**src/rtl/dra_pkg.sv**
```systemverilog
`timescale 1ns / 1ps
// Shared types and codes for the request admission and dispatch block.
// No dependencies; used by dra_ctrl, dra_dp and the top level.
package dra_pkg;

    typedef enum logic [2:0] {
        ST_NEW      = 3'd0,
        ST_MERGED   = 3'd1,
        ST_TOTAL    = 3'd2,
        ST_SOURCE   = 3'd3,
        ST_FULL     = 3'd4,
        ST_NO_ENTRY = 3'd5,
        ST_EMPTY    = 3'd6
    } status_code_t;

    localparam logic [1:0] CFG_LIMIT_TOTAL     = 2'd0;
    localparam logic [1:0] CFG_LIMIT_DISK_ONLY = 2'd1;
    localparam logic [1:0] CFG_LIMIT_GENERATE  = 2'd2;
    localparam logic [1:0] CFG_WORKER_COUNT    = 2'd3;

    localparam logic [15:0] RST_LIMIT_TOTAL     = 16'd128;
    localparam logic [15:0] RST_LIMIT_DISK_ONLY = 16'd100;
    localparam logic [15:0] RST_LIMIT_GENERATE  = 16'd32;
    localparam logic [2:0]  RST_WORKER_COUNT    = 3'd1;

    typedef struct packed {
        logic        valid;
        logic [15:0] x;
        logic [15:0] y;
        logic [15:0] z;
        logic [7:0]  peer;
        logic        no_peer;
        logic        gen;
        logic        force_flag;
    } entry_t;

    typedef struct packed {
        logic         clr_step;
        logic         accept;
        logic         mod_load_entry;
        logic         wscan_init;
        logic         wscan_step;
        logic         tscan_init;
        logic         tscan_step;
        logic         pop_take;
        logic         enq_merge;
        logic         enq_new;
        logic         enq_push;
        logic         pop_free;
        logic         src_dec;
        logic         out_load;
        status_code_t code;
    } dp_cmd_t;

    typedef struct packed {
        logic clr_done;
        logic mod_done;
        logic wscan_done;
        logic tscan_done;
        logic total_hit;
        logic src_hit;
        logic fifo_full;
        logic match;
        logic free_found;
        logic pop_empty;
        logic out_free;
        logic is_pop;
        logic force_req;
        logic entry_no_peer;
    } dp_sts_t;

endpackage

```
**src/rtl/dra_ctrl.sv**
```systemverilog
`timescale 1ns / 1ps
// Sequencing state machine for the admission and dispatch block.
// Depends on dra_pkg; drives dra_dp through dp_cmd_t / dp_sts_t.
module dra_ctrl (
    input  logic             clk,
    input  logic             rst_n,
    input  logic             in_valid,
    input  logic             in_mode,
    output logic             in_ready,
    output dra_pkg::dp_cmd_t cmd,
    input  dra_pkg::dp_sts_t sts
);
    import dra_pkg::*;

    typedef enum logic [3:0] {
        S_CLEAR, S_IDLE, S_EMOD, S_ERD, S_ELIM, S_WSCAN, S_TSCAN, S_EDEC,
        S_PCHK, S_PGOT, S_PDEC, S_PMOD, S_PRD, S_PSUB, S_FIN
    } state_t;

    state_t       state_reg, state_next;
    status_code_t code_reg, code_next;

    always_comb
    begin
        state_next = state_reg;
        code_next  = code_reg;
        cmd        = '0;
        cmd.code   = code_reg;
        in_ready   = 1'b0;
        unique case (state_reg)
            S_CLEAR:
            begin
                cmd.clr_step = !sts.clr_done;
                if (sts.clr_done)
                    state_next = S_IDLE;
            end
            S_IDLE:
            begin
                in_ready = 1'b1;
                if (in_valid)
                begin
                    cmd.accept = 1'b1;
                    state_next = in_mode ? S_PCHK : S_EMOD;
                end
            end
            S_EMOD:
            begin
                if (sts.mod_done)
                    state_next = S_ERD;
            end
            S_ERD:
                state_next = S_ELIM;
            S_ELIM:
            begin
                priority if (!sts.force_req && sts.total_hit)
                begin
                    code_next  = ST_TOTAL;
                    state_next = S_FIN;
                end
                else if (!sts.force_req && sts.src_hit)
                begin
                    code_next  = ST_SOURCE;
                    state_next = S_FIN;
                end
                else
                begin
                    cmd.wscan_init = 1'b1;
                    state_next     = S_WSCAN;
                end
            end
            S_WSCAN:
            begin
                cmd.wscan_step = 1'b1;
                if (sts.wscan_done)
                begin
                    if (sts.fifo_full)
                    begin
                        code_next  = ST_FULL;
                        state_next = S_FIN;
                    end
                    else
                    begin
                        cmd.tscan_init = 1'b1;
                        state_next     = S_TSCAN;
                    end
                end
            end
            S_TSCAN:
            begin
                cmd.tscan_step = 1'b1;
                if (sts.tscan_done)
                    state_next = sts.is_pop ? S_PDEC : S_EDEC;
            end
            S_EDEC:
            begin
                state_next = S_FIN;
                priority if (sts.match)
                begin
                    cmd.enq_merge = 1'b1;
                    cmd.enq_push  = 1'b1;
                    code_next     = ST_MERGED;
                end
                else if (!sts.free_found)
                    code_next = ST_FULL;
                else
                begin
                    cmd.enq_new  = 1'b1;
                    cmd.enq_push = 1'b1;
                    code_next    = ST_NEW;
                end
            end
            S_PCHK:
            begin
                if (sts.pop_empty)
                begin
                    code_next  = ST_EMPTY;
                    state_next = S_FIN;
                end
                else
                    state_next = S_PGOT;
            end
            S_PGOT:
            begin
                cmd.pop_take   = 1'b1;
                cmd.tscan_init = 1'b1;
                state_next     = S_TSCAN;
            end
            S_PDEC:
            begin
                if (!sts.match)
                begin
                    code_next  = ST_NO_ENTRY;
                    state_next = S_FIN;
                end
                else
                begin
                    cmd.pop_free       = 1'b1;
                    cmd.mod_load_entry = 1'b1;
                    code_next          = ST_NEW;
                    state_next         = sts.entry_no_peer ? S_FIN : S_PMOD;
                end
            end
            S_PMOD:
            begin
                if (sts.mod_done)
                    state_next = S_PRD;
            end
            S_PRD:
                state_next = S_PSUB;
            S_PSUB:
            begin
                cmd.src_dec = 1'b1;
                state_next  = S_FIN;
            end
            S_FIN:
            begin
                if (sts.out_free)
                begin
                    cmd.out_load = 1'b1;
                    state_next   = S_IDLE;
                end
            end
            default:
                state_next = S_IDLE;
        endcase
    end

    always_ff @(posedge clk or negedge rst_n)
    begin
        if (!rst_n)
        begin
            state_reg <= S_CLEAR;
            code_reg  <= ST_NEW;
        end
        else
        begin
            state_reg <= state_next;
            code_reg  <= code_next;
        end
    end

endmodule

```
**config.mk**
```make
export PLATFORM = sky130hd
export DESIGN_NAME = dra_ctrl
export DESIGN_NICKNAME = d
export VERILOG_FILES = /design/src/rtl/dra_pkg.sv /design/src/rtl/dra_ctrl.sv
export SDC_FILE = /design/constraint.sdc
export NUM_CORES = 1
export LEC_CHECK = 0
export ABC_AREA = 1
export BUFFER_PORTS_ARGS = -buffer_cell sky130_fd_sc_hd__buf_2
export CAP_MARGIN = 10
export CORE_UTILIZATION = 51
export CTS_CLUSTER_DIAMETER = 60
export CTS_CLUSTER_SIZE = 12
export DETAILED_ROUTE_END_ITERATION = 8
export PLACE_DENSITY_LB_ADDON = 0.25
export SETUP_SLACK_MARGIN = 0.4
export SLEW_MARGIN = 5
export SYNTH_ARGS = -nofsm -noshare
export SYNTH_HDL_FRONTEND = slang
export SYNTH_SLANG_ARGS = --single-unit
```
**constraint.sdc**
```tcl
create_clock -name clk -period 4.1 [get_ports clk]
set_clock_uncertainty 0.1 [all_clocks]
set_input_delay 0.41 -clock clk [delete_from_list [all_inputs] [get_ports clk]]
set_output_delay 0.41 -clock clk [all_outputs]
set_load 0.02 [all_outputs]
```
==> results of run 1 <==
-- power groups by stage --
stage / sequential [mW] / combinational [mW] / clock, mW
CTS: 0.164 / 0.590 / 0.0632
global route: 0.170 / 0.668 / 0.0674
global placement: 0.160 / 0.584 / 0
floorplan: 0.157 / 0.450 / 0
finish: 0.165 / 0.596 / 0.0618
detailed placement: 0.165 / 0.584 / 0
-- final cells by class --
type	count	area (sq um)
clock buffers	4	26.3
fillers	148	460
inverters	24	90.1
multi-input cells	137	602
flip-flops and latches	7	175
well taps	16	20.0
repair buffers	36	185
-- cell families after synthesis --
logic type / count (synthesis)
and+or+nand+nor: 131
DFF: 7
buffers and inverters: 26
AOI/OAI and AO/OA: 6
-- Yosys cell counts --
| cell type | n | area share [%] |
|---|---|---|
| a21oi_1 | 2 | 1.1 |
| a22oi_1 | 1 | 0.85 |
| buf_4 | 2 | 1.7 |
| dfrtp_1 | 7 | 20 |
| inv_1 | 21 | 8.9 |
| inv_2 | 3 | 1.3 |
| nand2_1 | 74 | 31 |
| nand2_2 | 1 | 0.71 |
| nand3_1 | 16 | 9.1 |
| nand3b_1 | 3 | 2.6 |
| nand4_1 | 1 | 0.71 |
| nor2_1 | 27 | 11 |
| nor2_2 | 4 | 2.8 |
| nor2_4 | 1 | 1.3 |
| nor2_8 | 1 | 2.3 |
| nor3_1 | 2 | 1.1 |
| o211ai_1 | 1 | 0.85 |
| o21ai_0 | 2 | 1.1 |
| or2_0 | 1 | 0.71 |
-- worst max path at each step --
stage	slack, ps	to	cells after the start
2_1_floorplan	1970	cmd[11]	5
3_3_place_gp	2240	cmd[8]	7
3_5_place_dp	2180	cmd[8]	7
4_1_cts	1900	cmd[8]	7
5_1_grt	1740	cmd[8]	7
6_report	1890	cmd[8]	7
-- critical path, cell delays in order (launching register included) --
cell,delay (ps)
dfrtp_1,600
inv_1,150
nor2_2,180
nand2_1,140
inv_1,90
nand2_1,70
inv_1,50
buf_2,150
-- metal layers --
metal	vias up	global-route usage (%)	part of all wire, %
met5	-	0	0
met4	0	7.50	2.3
met1	523	37.6	39
met3	8	9.58	12
met2	67	48.4	47
li1	599	-	-
-- metrics by stage --
stage	instance area [sq um]	power, mW
after floorplan	882	0.606
after global placement	1060	0.744
after detailed placement	1060	0.749
after CTS	1100	0.817
after global routing	1100	0.905
final	1100	0.823
==> qor.csv, run 1 <==
stage;metric;value;unit
synthesis;Netlist cell types;19;
critical_path;Crit Path Class;flip-flop to output port;
synthesis;Simple-Gate Fraction of Synth Area;64.3;%
synthesis;Post-Syn Area per Cell;5.19;sq um
timing;RSZ-0062 raised after global routing;no;
global_route;largest net degree at the start of global routing;10;
min_path;Hold Crit Class;flip-flop to flip-flop;
min_path;hold path endpoint;code_reg[1]$_DFFE_PN0P_;
cells_and_area;commonest non-fill, non-tap cell in the layout;nand2_1;
cells_and_area;Largest register FFs;4;
route;via/cell ratio;5.34;
synthesis;FF+latch count, synth;7;
synthesis;sequential-to-total area share from yosys stat;19.9;%
critical_path;Critical path origin;state_reg[2]$_DFFE_PN0P_;
global_route;first-pass GRT wire length;4260;microns
floorplan;Initial Util;56.6;%
synthesis;largest family of logic cells by synthesized area;simple AND/OR/NAND/NOR gates;
synthesis;area share of fa/ha/maj cells after synthesis;0;%
floorplan;die area;1900;sq um
power_and_ir_drop;Combinational Power Share;72.4;%
outcome;violated checks;DRC;
timing;Final Cycle Share;53.8;%
clocking;clk_lat worst skew;250;ps
clocking;CTS tree;yes;
timing;post-route minimum period;2210;ps
synthesis;Mapped Cells;170;
timing;pins over their slew limit;0;
placed_design;DPL Wire Length;2170;microns
placed_design;gpl congestion;0.952;
clocking;CTS Buf Count;3;
clocking;H-Tree Depth;1;
floorplan;Die W;43.6;microns
cells_and_area;antenna diode count;0;
synthesis;Post-Syn Nets;188;
min_path;Hold Path Cell Cnt;2;
global_route;GRT Overall Usage;29.6;%
timing;Min Hold Slack;367;ps
global_route;GRT overflow;0;
clocking;# hold bufs at CTS;1;
power_and_ir_drop;P_leak;0.762;nW
power_and_ir_drop;clock power share;7.5;%
route;ANT nets after route;0;
power_and_ir_drop;P_sw;490;uW
power_and_ir_drop;Cell Pwr Density;749;nW/um^2
critical_path;crit start category;flip-flop;
clocking;Root Buffer;clkbuf_4;
global_route;initial antenna violation count;0;
min_path;min-delay src;code_reg[1]$_DFFE_PN0P_;
floorplan;I/O pins;36;
power_and_ir_drop;worst vdd ir;0.000464;V
critical_path;worst-path maximum fanout;9;
route;initial drt markers;43;
clocking;clock tree sinks;7;
critical_path;reg2reg end;state_reg[3]$_DFFE_PN0P_;
power_and_ir_drop;sequential share of power;20.1;%
route;DRT Pass-1 Iters;6;
synthesis;synth warn;0;
critical_path;reg-to-reg setup timing slack;2260;ps
clocking;Post-CTS Setup Repair Bufs;0;
synthesis;Synth Area in Compound Gates;3.97;%
placed_design;Placed Instances;219;
clocking;Clk pin slew, worst setup/hold paths;50;ps
cells_and_area;# nets final;227;
clocking;post-CTS sizing;0;
synthesis;xor/xnor share of the synthesized area;0;%
power_and_ir_drop;sw frac;59.6;%
critical_path;WP data arrival;1700;ps
critical_path;reg2reg start;state_reg[2]$_DFFE_PN0P_;
floorplan;die height;43.6;microns
flow_run;Max-cap violations;0;
timing;fmax;453;MHz
timing;worst-margin pin slew;485;ps
global_route;vias in the first global route;1037;
synthesis;Mapped Area;882;sq um
cells_and_area;Final Non-Filler Cells;224;
timing;final setup vio count;0;
timing;Fin. Hold Viols;0;
power_and_ir_drop;Internal Pwr Total;333;uW
floorplan;Rows;14;
cells_and_area;synthesis-to-finish area growth;24.5;%
placed_design;worst slack at placement;2180;ps
placed_design;IO Port Bufs;35;
route;Post-Route WL;2560;microns
timing;Rel. slew slack;67.5;%
outcome;status;finished with violations;
timing;Setup WS post-layout;1890;ps
route;Routed WL per cell;11.4;microns
route;DR DRC count;1;
cells_and_area;Finished Core Util;70.5;%
critical_path;critical path capture point type;output port;
cells_and_area;highest-count cells in the layout ignoring fill and taps;74 x nand2_1, 35 x buf_2, 27 x nor2_1;
clocking;clk buf depth;2;
timing;setup_tns;0;ps
cells_and_area;layout cells sized above 1;23.1;%
route;Vias;1197;
critical_path;Critical Path RT;3590;ps
floorplan;Core Area;1560;sq um
synthesis;mux cell area share after synthesis;0;%
critical_path;worst r2r path cells;8;
Note: power is estimated with default switching activity, not from simulation.
==> run 2: changes to the inputs <==
--- a/config.mk
+++ b/config.mk
@@ -5,10 +5,10 @@
 export SDC_FILE = /design/constraint.sdc
 export NUM_CORES = 1
 export LEC_CHECK = 0
-export ABC_AREA = 1
+export ABC_AREA = 0
 export BUFFER_PORTS_ARGS = -buffer_cell sky130_fd_sc_hd__buf_2
 export CAP_MARGIN = 10
-export CORE_UTILIZATION = 51
+export CORE_UTILIZATION = 48
 export CTS_CLUSTER_DIAMETER = 60
 export CTS_CLUSTER_SIZE = 12
 export DETAILED_ROUTE_END_ITERATION = 8
==> constraint.sdc (replaced) <==
create_clock -name clk -period 2.1 [get_ports clk]
set_clock_uncertainty 0.1 [all_clocks]
set_input_delay 0.21 -clock clk [delete_from_list [all_inputs] [get_ports clk]]
set_output_delay 0.21 -clock clk [all_outputs]
set_load 0.02 [all_outputs]
==> qor.csv, run 2 <==
stage;metric;value;unit;change
power_and_ir_drop;Cell Pwr Density;1850;nW/um^2;+150%
critical_path;CP max stage delay;450;ps;-150 ps
cells_and_area;antenna diode count;0;;unchanged
route;ANT nets after route;0;;unchanged
critical_path;worst-path cell chain;and2b_1, buf_6, nand3b_1, a21oi_1, buf_4;;
global_route;first-pass GRT wire length;4240;microns;-0.66%
timing;Fin. Hold Viols;0;;unchanged
floorplan;Initial Util;52.5;%;-4.1 points
clocking;clk_lat worst skew;270;ps;+20 ps
critical_path;critical path capture point type;output port;;
timing;Rel. slew slack;68.7;%;+1.2 points
timing;fmax;471;MHz;
synthesis;Async SR Flop Fraction;100;%;unchanged
cells_and_area;# fillers;61;;-59%
timing;final setup vio count;4;;+4
critical_path;Top delay family on crit path;flip-flops;;
synthesis;synth top area cells;dfrtp_1 19%, nor2_1 6.9%, buf_6 4.9%, a21oi_1 3.8%, nand2_1 3.6%;;
clocking;H-Tree Depth;1;;unchanged
synthesis;Most used DFF post-synth;dfrtp_1;;
power_and_ir_drop;worst vdd ir;0.00144;V;+210%
floorplan;Rows;15;;+1
route;via/cell ratio;7.14;;+34%
synthesis;FF+latch count, synth;7;;unchanged
outcome;violated checks;setup timing;;
cells_and_area;# nets final;206;;-9.3%
clocking;Root Buffer;clkbuf_4;;
critical_path;worst-path maximum fanout;5;;-4
timing;Final Cycle Share;101;%;
global_route;vias in the first global route;936;;-9.7%
cells_and_area;Largest register FFs;4;;unchanged
min_path;Hold Crit Class;input pin to asynchronous set/reset pin;;
floorplan;die height;45.9;microns;+5.3%
global_route;GRT Overall Usage;28.7;%;-0.92 points
timing;setup_tns;-57.2;ps;-57.2 ps
clocking;CTS tree;yes;;
placed_design;gpl congestion;0.945;;-0.68%
critical_path;CP Buf/Inv Count;2;;-2
synthesis;sequential-to-total area share from yosys stat;18.9;%;-0.94 points
synthesis;Post-Syn Area per Cell;7.53;sq um;+45%
route;Post-Route WL;5270;microns;+110%
floorplan;Core Area;1760;sq um;+13%
critical_path;crit start category;flip-flop;;
clocking;CTS Buf Count;3;;unchanged
route;Vias;1513;;+26%
critical_path;Slowest cell on crit path;dfrtp_2;;
outcome;status;finished with violations;;
route;DR DRC count;0;;-1
power_and_ir_drop;P_leak;0.708;nW;-7.0%
cells_and_area;synthesis-to-finish area growth;78.4;%;
synthesis;Post-synth EDFFs;0;;unchanged
global_route;initial antenna violation count;0;;unchanged
synthesis;Post-Syn Nets;141;;-25%
placed_design;IO Port Bufs;35;;unchanged
clocking;clock tree sinks;7;;unchanged
flow_run;Max-cap violations;0;;unchanged
synthesis;synth warn;0;;unchanged
critical_path;Critical Path RT;1790;ps;-1800 ps
timing;post-route minimum period;2120;ps;
timing;pins over their slew limit;0;;unchanged
route;DRT Pass-1 Iters;6;;unchanged
timing;Min Hold Slack;215;ps;-152 ps
global_route;GRT overflow;0;;unchanged
synthesis;Mapped Area;926;sq um;+5.0%
synthesis;largest area contributor in the netlist;dfrtp_1;;
cells_and_area;layout cells sized above 1;61.5;%;+38 points
synthesis;Mapped Cells;123;;-28%
cells_and_area;commonest non-fill, non-tap cell in the layout;buf_4;;
critical_path;Crit Path Class;flip-flop to output port;;
cells_and_area;highest-count cells in the layout ignoring fill and taps;36 x buf_4, 22 x buf_2, 14 x buf_6;;
synthesis;top cells by count, synth;17 x nor2_1, 9 x nand2_1, 7 x a21oi_1, 7 x dfrtp_1, 6 x clkbuf_1;;
floorplan;I/O pins;36;;unchanged
synthesis;count leader, synth;nor2_1;;
timing;worst-margin pin slew;468;ps;-16.7 ps
clocking;clk buf depth;2;;unchanged
global_route;largest net degree at the start of global routing;16;;+6
cells_and_area;area occupied by registers;179;sq um;+2.1%
synthesis;post-synth top area share;18.9;%;-13 points
route;Routed WL per cell;24.9;microns;+120%
floorplan;die area;2110;sq um;+11%
floorplan;Die W;45.9;microns;+5.3%
cells_and_area;area occupied by multi-input gates;828;sq um;+38%
placed_design;DPL Wire Length;2130;microns;-1.8%
timing;RSZ-0062 raised after global routing;yes;;
critical_path;WP data arrival;1810;ps;+110 ps
synthesis;Netlist cell types;47;;+28
clocking;Clk pin slew, worst setup/hold paths;60;ps;about the same
timing;Setup WS post-layout;-23.2;ps;-1920 ps
route;initial drt markers;136;;+220%
-- run 2: cells by family (layout without fill, tap and decap cells) --
group | Yosys count | after routing | synth area share [%]
simple gates | 55 | 55 | 33.2
buf+inv | 18 | 82 | 11.2
mux | 4 | 4 | 4.73
flops | 7 | 7 | 18.9
compound gates | 39 | 39 | 31.9
-- run 2: area by class of cell --
cell class / count / area share [%]
Multi-Input combinational cell: 98 / 50.2
Timing Repair Buffer: 74 / 34.4
Sequential cell: 7 / 10.8
Tap cell: 25 / 1.89
Clock buffer: 4 / 1.59
Inverter: 4 / 1.14
-- run 2: where the power goes --
| group | switching [mW] | total, mW | internal [mW] |
|---|---|---|---|
| Sequential | 0.113 | 0.324 | 0.211 |
| Clock | 0.0633 | 0.137 | 0.0734 |
| Combinational | 1.43 | 2.60 | 1.17 |
| Total | 1.60 | 3.06 | 1.46 |
-- run 2: final timing paths --
kind                                     startpoint                       end  slack, ps  depth (start not counted)
hold reg to reg             code_reg[1]$_DFFE_PN0P_   code_reg[1]$_DFFE_PN0P_        410                          1
hold / removal                                rst_n   code_reg[2]$_DFFE_PN0P_        210                          2
setup / recovery           state_reg[3]$_DFFE_PN0P_                   cmd[11]        -20                          5
max in group asynchronous                     rst_n  state_reg[2]$_DFFE_PN0P_       1500                          2
min in group clk                             sts[1]   code_reg[0]$_DFFE_PN0P_        330                          4
setup reg to reg           state_reg[2]$_DFFE_PN0P_  state_reg[2]$_DFFE_PN0P_        -20                          8
-- run 2: worst register-to-register path: cells and delay by family, from the launching register on --
family | cells | cell delay, ps
AOI/OAI and AO/OA | 4 | 830
and+or+nand+nor | 1 | 140
buffers and inverters | 3 | 460
DFF | 1 | 460
-- run 2: through the flow --
stage          total power, mW  util [%]  setup WS (ps)  instance area, sq um  cells
4_1_cts                   2.07      74.2            192                  1310    194
6_report                  3.06      93.6          -23.2                  1650    212
3_3_place_gp              1.75      67.2            191                  1190    182
5_1_grt                   3.13      93.6          -56.0                  1650    212
2_1_floorplan             1.45         -            313                   991    123
3_5_place_dp              1.78      67.2            129                  1190    182
-- run 2: routing by layer --
layer	vias to the layer above	GRT usage (%)	wire, microns	part of all wire [%]
li1	582	-	-	-
met1	675	35.4	1710	32
met2	185	47.9	2300	44
met3	71	7.14	752	14
met4	0	10.0	512	9.7
met5	-	0	0	0
-- run 2: timing repair --
item,CTS,global route
endpoints found under the hold margin,7,0
endpoints found under the setup margin,20,22
hold buffers,1,0
resized for setup,10,55
setup buffers,7,18
pin swaps,7,10
